$ cat src/rtl/air_pkg.sv
// ----------------------------------------------------------------------------
// Audio interleave reformatter package
// Shared payload types, register indexes, mode and status codes and default
// block geometry for the audio interleave reformatter.
// ----------------------------------------------------------------------------
`default_nettype none

package air_pkg;

    // Default block geometry.
    localparam int FRAMES_DEF       = 16;
    localparam int IN_CHANNELS_DEF  = 2;
    localparam int OUT_CHANNELS_DEF = 2;

    // Sample word width.
    localparam int SAMPLE_W = 32;

    // Configuration port geometry.
    localparam int CFG_IDX_W  = 1;
    localparam int CFG_DATA_W = 3;

    // Configuration register indexes.
    localparam logic [CFG_IDX_W-1:0] CFG_CONVERSION_MODE = 1'd0;
    localparam logic [CFG_IDX_W-1:0] CFG_BLOCK_FILE      = 1'd1;

    // Conversion mode codes; every other code is invalid.
    localparam logic [2:0] MODE_CODE_1 = 3'd1;
    localparam logic [2:0] MODE_CODE_2 = 3'd2;
    localparam logic [2:0] MODE_CODE_3 = 3'd3;
    localparam logic [2:0] MODE_CODE_4 = 3'd4;

    // Register reset values.
    localparam logic [2:0] CONVERSION_MODE_RST = MODE_CODE_1;
    localparam logic       BLOCK_FILE_RST      = 1'b1;

    // Command codes.
    localparam logic CMD_PUSH = 1'b0;
    localparam logic CMD_PULL = 1'b1;

    // Result status codes.
    localparam logic [1:0] STATUS_OK         = 2'd0;
    localparam logic [1:0] STATUS_BAD_MODE   = 2'd1;
    localparam logic [1:0] STATUS_NOT_LOADED = 2'd2;

    // Input item.
    typedef struct packed {
        logic                       cmd;
        logic signed [SAMPLE_W-1:0] in_sample;
    } t_air_in;

    // Result item.
    typedef struct packed {
        logic signed [SAMPLE_W-1:0] out_sample;
        logic                       last_of_block;
        logic [1:0]                 status;
    } t_air_out;

endpackage

`default_nettype wire

$ cat src/rtl/audio_interleave_reformatter.sv
// ----------------------------------------------------------------------------
// Audio interleave reformatter
// Loads one block of FRAMES x IN_CHANNELS samples by push commands and
// returns FRAMES x OUT_CHANNELS samples by pull commands, either in stored
// order or transposed between interleaved and planar layout.
//
//   Channel   Ports                             Transfer
//   command   i_start, o_busy, i_item           i_start high while o_busy low
//   result    o_valid, o_result                 o_valid high, one cycle only
//   config    i_cfg_we, i_cfg_idx, i_cfg_data   i_cfg_we high
//
// One command is taken every clock cycle; o_busy stays low.
// A pull gives its result in the cycle after it is taken, from the
// registered read port of the sample RAM. A push gives no result.
// Reset is synchronous and active low; it clears the counters and the
// registers but not the sample RAM, whose entries are always written
// before they are read. The receiver cannot stall the result channel.
// ----------------------------------------------------------------------------
`default_nettype none

module audio_interleave_reformatter
    import air_pkg::*;
#(
    parameter int FRAMES       = FRAMES_DEF,
    parameter int IN_CHANNELS  = IN_CHANNELS_DEF,
    parameter int OUT_CHANNELS = OUT_CHANNELS_DEF
) (
    input  wire logic                  i_clk,
    input  wire logic                  i_rst_n,
    input  wire logic                  i_start,
    output logic                       o_busy,
    input  wire t_air_in               i_item,
    output logic                       o_valid,
    output t_air_out                   o_result,
    input  wire logic                  i_cfg_we,
    input  wire logic [CFG_IDX_W-1:0]  i_cfg_idx,
    input  wire logic [CFG_DATA_W-1:0] i_cfg_data
);

    localparam int BLOCK_LEN = FRAMES * IN_CHANNELS;
    localparam int OUT_LEN   = FRAMES * OUT_CHANNELS;
    localparam int AW        = (BLOCK_LEN > 1) ? $clog2(BLOCK_LEN) : 1;
    localparam int WCW       = $clog2(BLOCK_LEN + 1);
    localparam int KW        = (OUT_LEN > 1) ? $clog2(OUT_LEN) : 1;
    localparam int FW        = (FRAMES > 1) ? $clog2(FRAMES) : 1;
    localparam int CW        = (IN_CHANNELS > 1) ? $clog2(IN_CHANNELS) : 1;

    // Configuration registers.
    logic [2:0]     r_conversion_mode;
    logic           r_block_file;

    // Block counters: load count, output index, and its frame and channel.
    logic [WCW-1:0] r_write_count, n_write_count;
    logic [KW-1:0]  r_read_index,  n_read_index;
    logic [FW-1:0]  r_frame,       n_frame;
    logic [CW-1:0]  r_chan,        n_chan;

    // Result registers.
    logic           r_valid;
    logic           r_last;
    logic [1:0]     r_status;

    logic                accept;
    logic                push;
    logic                pull;
    logic                full;
    logic                mode_ok;
    logic                transpose;
    logic                last_idx;
    logic                advance;
    logic [AW-1:0]       raddr;
    logic [SAMPLE_W-1:0] rdata;

    assign o_busy = 1'b0;

    // Command decode and block status.
    assign accept  = i_start && !o_busy;
    assign push    = accept && (i_item.cmd == CMD_PUSH);
    assign pull    = accept && (i_item.cmd == CMD_PULL);
    assign full    = (r_write_count == WCW'(BLOCK_LEN));
    assign mode_ok = (r_conversion_mode == MODE_CODE_1) ||
                     (r_conversion_mode == MODE_CODE_2) ||
                     (r_conversion_mode == MODE_CODE_3) ||
                     (r_conversion_mode == MODE_CODE_4);
    assign last_idx = (r_read_index == KW'(OUT_LEN - 1));
    assign advance  = pull && full && mode_ok;

    // Modes 1 and 4 transpose an interleaved file, modes 2 and 3 a block file.
    always_comb begin
        if ((r_conversion_mode == MODE_CODE_1) || (r_conversion_mode == MODE_CODE_4)) begin
            transpose = !r_block_file;
        end else begin
            transpose = r_block_file;
        end
    end

    // Source address: stored order is channel-major, transpose is frame-major.
    always_comb begin
        if (transpose) begin
            raddr = AW'(32'(r_frame) * IN_CHANNELS + 32'(r_chan));
        end else begin
            raddr = AW'(32'(r_chan) * FRAMES + 32'(r_frame));
        end
    end

    // Next values of the block counters.
    always_comb begin
        n_write_count = r_write_count;
        n_read_index  = r_read_index;
        n_frame       = r_frame;
        n_chan        = r_chan;
        if (push && !full) begin
            n_write_count = r_write_count + WCW'(1);
        end
        if (advance) begin
            if (last_idx) begin
                n_write_count = '0;
                n_read_index  = '0;
                n_frame       = '0;
                n_chan        = '0;
            end else begin
                n_read_index = r_read_index + KW'(1);
                if (r_frame == FW'(FRAMES - 1)) begin
                    n_frame = '0;
                    if (r_chan == CW'(IN_CHANNELS - 1)) begin
                        n_chan = '0;
                    end else begin
                        n_chan = r_chan + CW'(1);
                    end
                end else begin
                    n_frame = r_frame + FW'(1);
                end
            end
        end
    end

    // Sample store.
    air_ram #(
        .WIDTH (SAMPLE_W),
        .DEPTH (BLOCK_LEN)
    ) u_ram (
        .i_clk   (i_clk),
        .i_we    (push && !full),
        .i_waddr (r_write_count[AW-1:0]),
        .i_wdata (i_item.in_sample),
        .i_raddr (raddr),
        .o_rdata (rdata)
    );

    // Configuration, counters and result control.
    always_ff @(posedge i_clk) begin
        if (!i_rst_n) begin
            r_conversion_mode <= CONVERSION_MODE_RST;
            r_block_file      <= BLOCK_FILE_RST;
            r_write_count     <= '0;
            r_read_index      <= '0;
            r_frame           <= '0;
            r_chan            <= '0;
            r_valid           <= 1'b0;
            r_last            <= 1'b0;
            r_status          <= STATUS_OK;
        end else begin
            if (i_cfg_we) begin
                unique case (i_cfg_idx)
                    CFG_CONVERSION_MODE: r_conversion_mode <= i_cfg_data[2:0];
                    CFG_BLOCK_FILE:      r_block_file      <= i_cfg_data[0];
                endcase
            end
            r_write_count <= n_write_count;
            r_read_index  <= n_read_index;
            r_frame       <= n_frame;
            r_chan        <= n_chan;
            r_valid       <= pull;
            r_last        <= advance && last_idx;
            if (!full) begin
                r_status <= STATUS_NOT_LOADED;
            end else if (!mode_ok) begin
                r_status <= STATUS_BAD_MODE;
            end else begin
                r_status <= STATUS_OK;
            end
        end
    end

    // Result port; error results carry a zero sample.
    assign o_valid                = r_valid;
    assign o_result.last_of_block = r_last;
    assign o_result.status        = r_status;
    assign o_result.out_sample    = (r_status == STATUS_OK) ? $signed(rdata) : '0;

endmodule

`default_nettype wire

$ cat src/rtl/air_ram.sv
// ----------------------------------------------------------------------------
// Generic sample RAM
// Simple dual-port RAM with one write port and one registered read port.
// ----------------------------------------------------------------------------
`default_nettype none

module air_ram #(
    parameter int WIDTH = 32,
    parameter int DEPTH = 32,
    localparam int AW   = (DEPTH > 1) ? $clog2(DEPTH) : 1
) (
    input  wire logic             i_clk,
    input  wire logic             i_we,
    input  wire logic [AW-1:0]    i_waddr,
    input  wire logic [WIDTH-1:0] i_wdata,
    input  wire logic [AW-1:0]    i_raddr,
    output logic      [WIDTH-1:0] o_rdata
);

    logic [WIDTH-1:0] r_mem [DEPTH];

    // Write port and registered read port.
    always_ff @(posedge i_clk) begin
        if (i_we) begin
            r_mem[i_waddr] <= i_wdata;
        end
        o_rdata <= r_mem[i_raddr];
    end

endmodule

`default_nettype wire

$ cat config.mk
export PLATFORM = sky130hd
export DESIGN_NAME = audio_interleave_reformatter
export DESIGN_NICKNAME = d
export VERILOG_FILES = /design/src/rtl/air_pkg.sv /design/src/rtl/audio_interleave_reformatter.sv /design/src/rtl/air_ram.sv
export SDC_FILE = /design/constraint.sdc
export NUM_CORES = 1
export LEC_CHECK = 0
export ABC_CLOCK_PERIOD_IN_PS = 4100
export BUFFER_PORTS_ARGS = -buffer_cell sky130_fd_sc_hd__buf_4
export CORE_MARGIN = 8
export CORE_UTILIZATION = 35
export DETAILED_ROUTE_END_ITERATION = 10
export GPL_TIMING_DRIVEN = 1
export SLEW_MARGIN = 40
export SYNTH_ARGS = -nofsm -noshare
export SYNTH_HDL_FRONTEND = slang
export SYNTH_SLANG_ARGS = --single-unit
$ cat constraint.sdc
create_clock -name i_clk -period 4.1 [get_ports i_clk]
set_clock_uncertainty 0.2 [all_clocks]
set_input_delay 0.82 -clock i_clk [delete_from_list [all_inputs] [get_ports i_clk]]
set_output_delay 0.82 -clock i_clk [all_outputs]
set_load 0.005 [all_outputs]
==> summary.txt <==
Status
  – Status: completed

Layout
  – Synthesis-to-finish area growth: 14.6%
  – FILL cells: 12405
  – Layout Nets: 2579
  – Fraction of layout cells with a size suffix above 1: 0.346
  – Fin cells: 4518

Global routing
  – Pin count of the biggest net entering global routing: 73
  – Total congestion overflow: 0
  – Total GRT Usage: 0.177
  – First-pass GRT wire length: 201000 um
  – Vias in the first global route: 28234
  – Initial antenna violation count: 9

Logic synthesis
  – Post-Syn Area: 49600 um^2
  – Syn nets: 2469
  – Library cells used by synthesis: 64
  – Post-synth EDFFs: 1024
  – Post-synth top area share: 0.620
  – Top FF cell, synth: edfxtp_1
  – Sequential area share after synthesis: 0.643
  – Top cells by count, synth: edfxtp_1 (1024), mux4_2 (501), mux2i_1 (270)
  – Leading area contributor after synthesis: edfxtp_1
  – Most frequent cell after synthesis: edfxtp_1
  – Synth Area per Inst: 20.5 um^2
  – Post-Synthesis Cells: 2421
  – Post-synth ARST share: 0
  – Area contributors post-synth: edfxtp_1 (62%), mux4_2 (23%), mux2i_1 (5.5%)
  – Yosys reg bits: 1080
  – Yosys warnings: 0

Worst setup path
  – Nature of the critical path endpoint: register
  – Buf/Inv on CP: 1
  – CP max FO: 35
  – Startpoint types: register
  – Cell family with most CP delay: simple AND/OR/NAND/NOR gates
  – Slowest cell on crit path: or3_1
  – CP required: 4.48 ns
  – Critical path class: register to register
  – Arr. time, crit path: 3.60 ns
  – Critical Path Max Stage Delay: 0.56 ns
  – CP cell instances: xnor2_2, or3_1, nand2_8, buf_12, mux2i_1, o22ai_1, o22a_1

CTS
  – Gates resized, CTS repair: 0
  – CTS root buffer: clkbuf_16
  – H-tree depth: 3
  – Total clock sinks: 1080
  – CTS max path bufs: 3
  – Clk_lat worst skew: 0.69 ns
  – Cts bufs inserted: 109
  – Post-CTS Setup Repair Bufs: 0
  – CTS tree: yes
  – Hold_buf cts: 0
  – Clock transition at path regs: 0.06 ns

STA
  – Max Fclk: 310 MHz
  – Slew @ Worst Pin: 0.783 ns
  – Setup_tns: 0 ns
  – Setup-failing EPs final: 0
  – RSZ-0062 raised after global routing: no
  – Slew margin rel.: 0.478
  – Slew Limit Fails: 0
  – Fin. Hold Viols: 0
  – Period utilisation layout: 0.786
  – Crit path time final: 3.22 ns

Route
  – Via density per instance: 5.84
  – Final WL: 138000 um
  – Drt pass-1 iters: 7
  – DR iter-0 viols: 2517
  – Post-DRT Antenna Nets: 0
  – # DRC: 0
  – Drt wl/cell: 30.6 um
  – Vias: 26402

Job
  – Max-cap violation count: 0

Floorplanning
  – Die area: 154000 um^2
  – Initial Utilization: 0.351
  – Die Y-Extent: 392 um
  – Top-level port count: 78
  – Die X: 392 um
  – Core footprint: 141000 um^2
  – Rows: 138

Place
  – GPL Wtd Cong: 0.758
  – DP HPWL: 81600 um
  – Cell total after placement: 4310
  – PortBufs: 76

Pwr
  – Pwr Density: 408 nW/um^2
  – Maximum vdd drop: 0.000415 V
  – Lkg Pwr: 17.7 nW

Min path
  – Hold Crit Class: input port to register
area by class of cell:
class	count	area (um^2)	share of cell area
sequential	1080	31900	0.561
tap	1890	2360	0.0416
multi-input combinational	1141	16800	0.297
timing repair buffer	191	2080	0.0367
antenna	3	7.51	0.000132
clock inverter	49	518	0.00912
clock buffer	156	3050	0.0537
inverter	8	35.0	0.000617
path summary, 6_finish.rpt:
| kind | start | end | slack [ns] | cells after the start |
|---|---|---|---|---|
| worst max-delay path | r_conversion_mode[2]$_SDFFE_PN0P_ | u_ram.o_rdata[5]$_DFF_P_ | 0.88 | 7 |
| worst min-delay path | i_rst_n | r_conversion_mode[0]$_SDFFE_PN1P_ | 0.16 | 2 |
| worst max register to register | r_conversion_mode[2]$_SDFFE_PN0P_ | u_ram.o_rdata[5]$_DFF_P_ | 0.88 | 7 |
| worst min register to register | r_write_count[5]$_SDFF_PN0_ | r_write_count[5]$_SDFF_PN0_ | 0.32 | 2 |
registers in the layout (all words and copies together), names as in the netlist:
register and count:
r_last 1, r_conversion_mode 3, r_read_index 5, o_valid 1
u_ram.r_mem 1024, r_frame 4, r_block_file 1, r_chan 1
r_write_count 6, u_ram.o_rdata 32, r_status 2
per-layer routing:
metal | share of wire | global-route usage | vias to the layer above
met5 | 0.00020 | 0 | -
met4 | 0.027 | 0.0529 | 4
met3 | 0.060 | 0.0239 | 224
li1 | - | - | 10766
met1 | 0.40 | 0.233 | 14446
met2 | 0.51 | 0.308 | 962
cells in the final DEF, fill, tap and decap left out, drive strengths merged, types with 4 or more instances in the layout:
master / n
edfxtp: 1024
mux4: 501
mux2i: 270
buf: 191
clkbuf: 156
o221ai: 64
o22ai: 62
dfxtp: 56
nor2: 55
clkinv: 35
and2: 32
o22a: 31
nand2: 25
a21oi: 12
inv: 11
bufinv: 8
nor2b: 7
xor2: 7
ha: 7
and3: 6
nand4: 5
xnor2: 5
nand3: 4
nor3: 4
a2111oi: 4
kinds of logic after synthesis:
group	after synthesis	synth area share
compound gates	194	0.0311
xor+xnor	12	0.00227
fa+ha+maj	7	0.00177
buf+inv	200	0.0225
flops	1080	0.643
mux	774	0.283
other cells	1	0.0000757
simple gates	153	0.0165
through the flow:
| step | setup slack (ns) | power (mW) | hold WS, ns | instance area (um^2) | utilization |
|---|---|---|---|---|---|
| floorplan | 0.511 | 13.0 | 0.272 | 49600 | - |
| global placement | 0.811 | 13.5 | 0.285 | 53200 | 0.377 |
| detailed placement | 0.857 | 13.5 | 0.314 | 53200 | 0.377 |
| CTS | 0.813 | 23.4 | 0.100 | 56800 | 0.402 |
| global route | 0.801 | 23.8 | 0.137 | 56800 | 0.403 |
| finish | 0.876 | 23.2 | 0.155 | 56800 | 0.403 |
where the power goes:
| group | leakage (nW) | total, mW | switching (mW) | internal [mW] |
|---|---|---|---|---|
| clock | 1.74 | 9.93 | 4.24 | 5.69 |
| combinational | 6.24 | 0.984 | 0.601 | 0.383 |
| sequential | 9.68 | 12.2 | 0.0952 | 12.2 |
(Power assumes the default switching activity.)
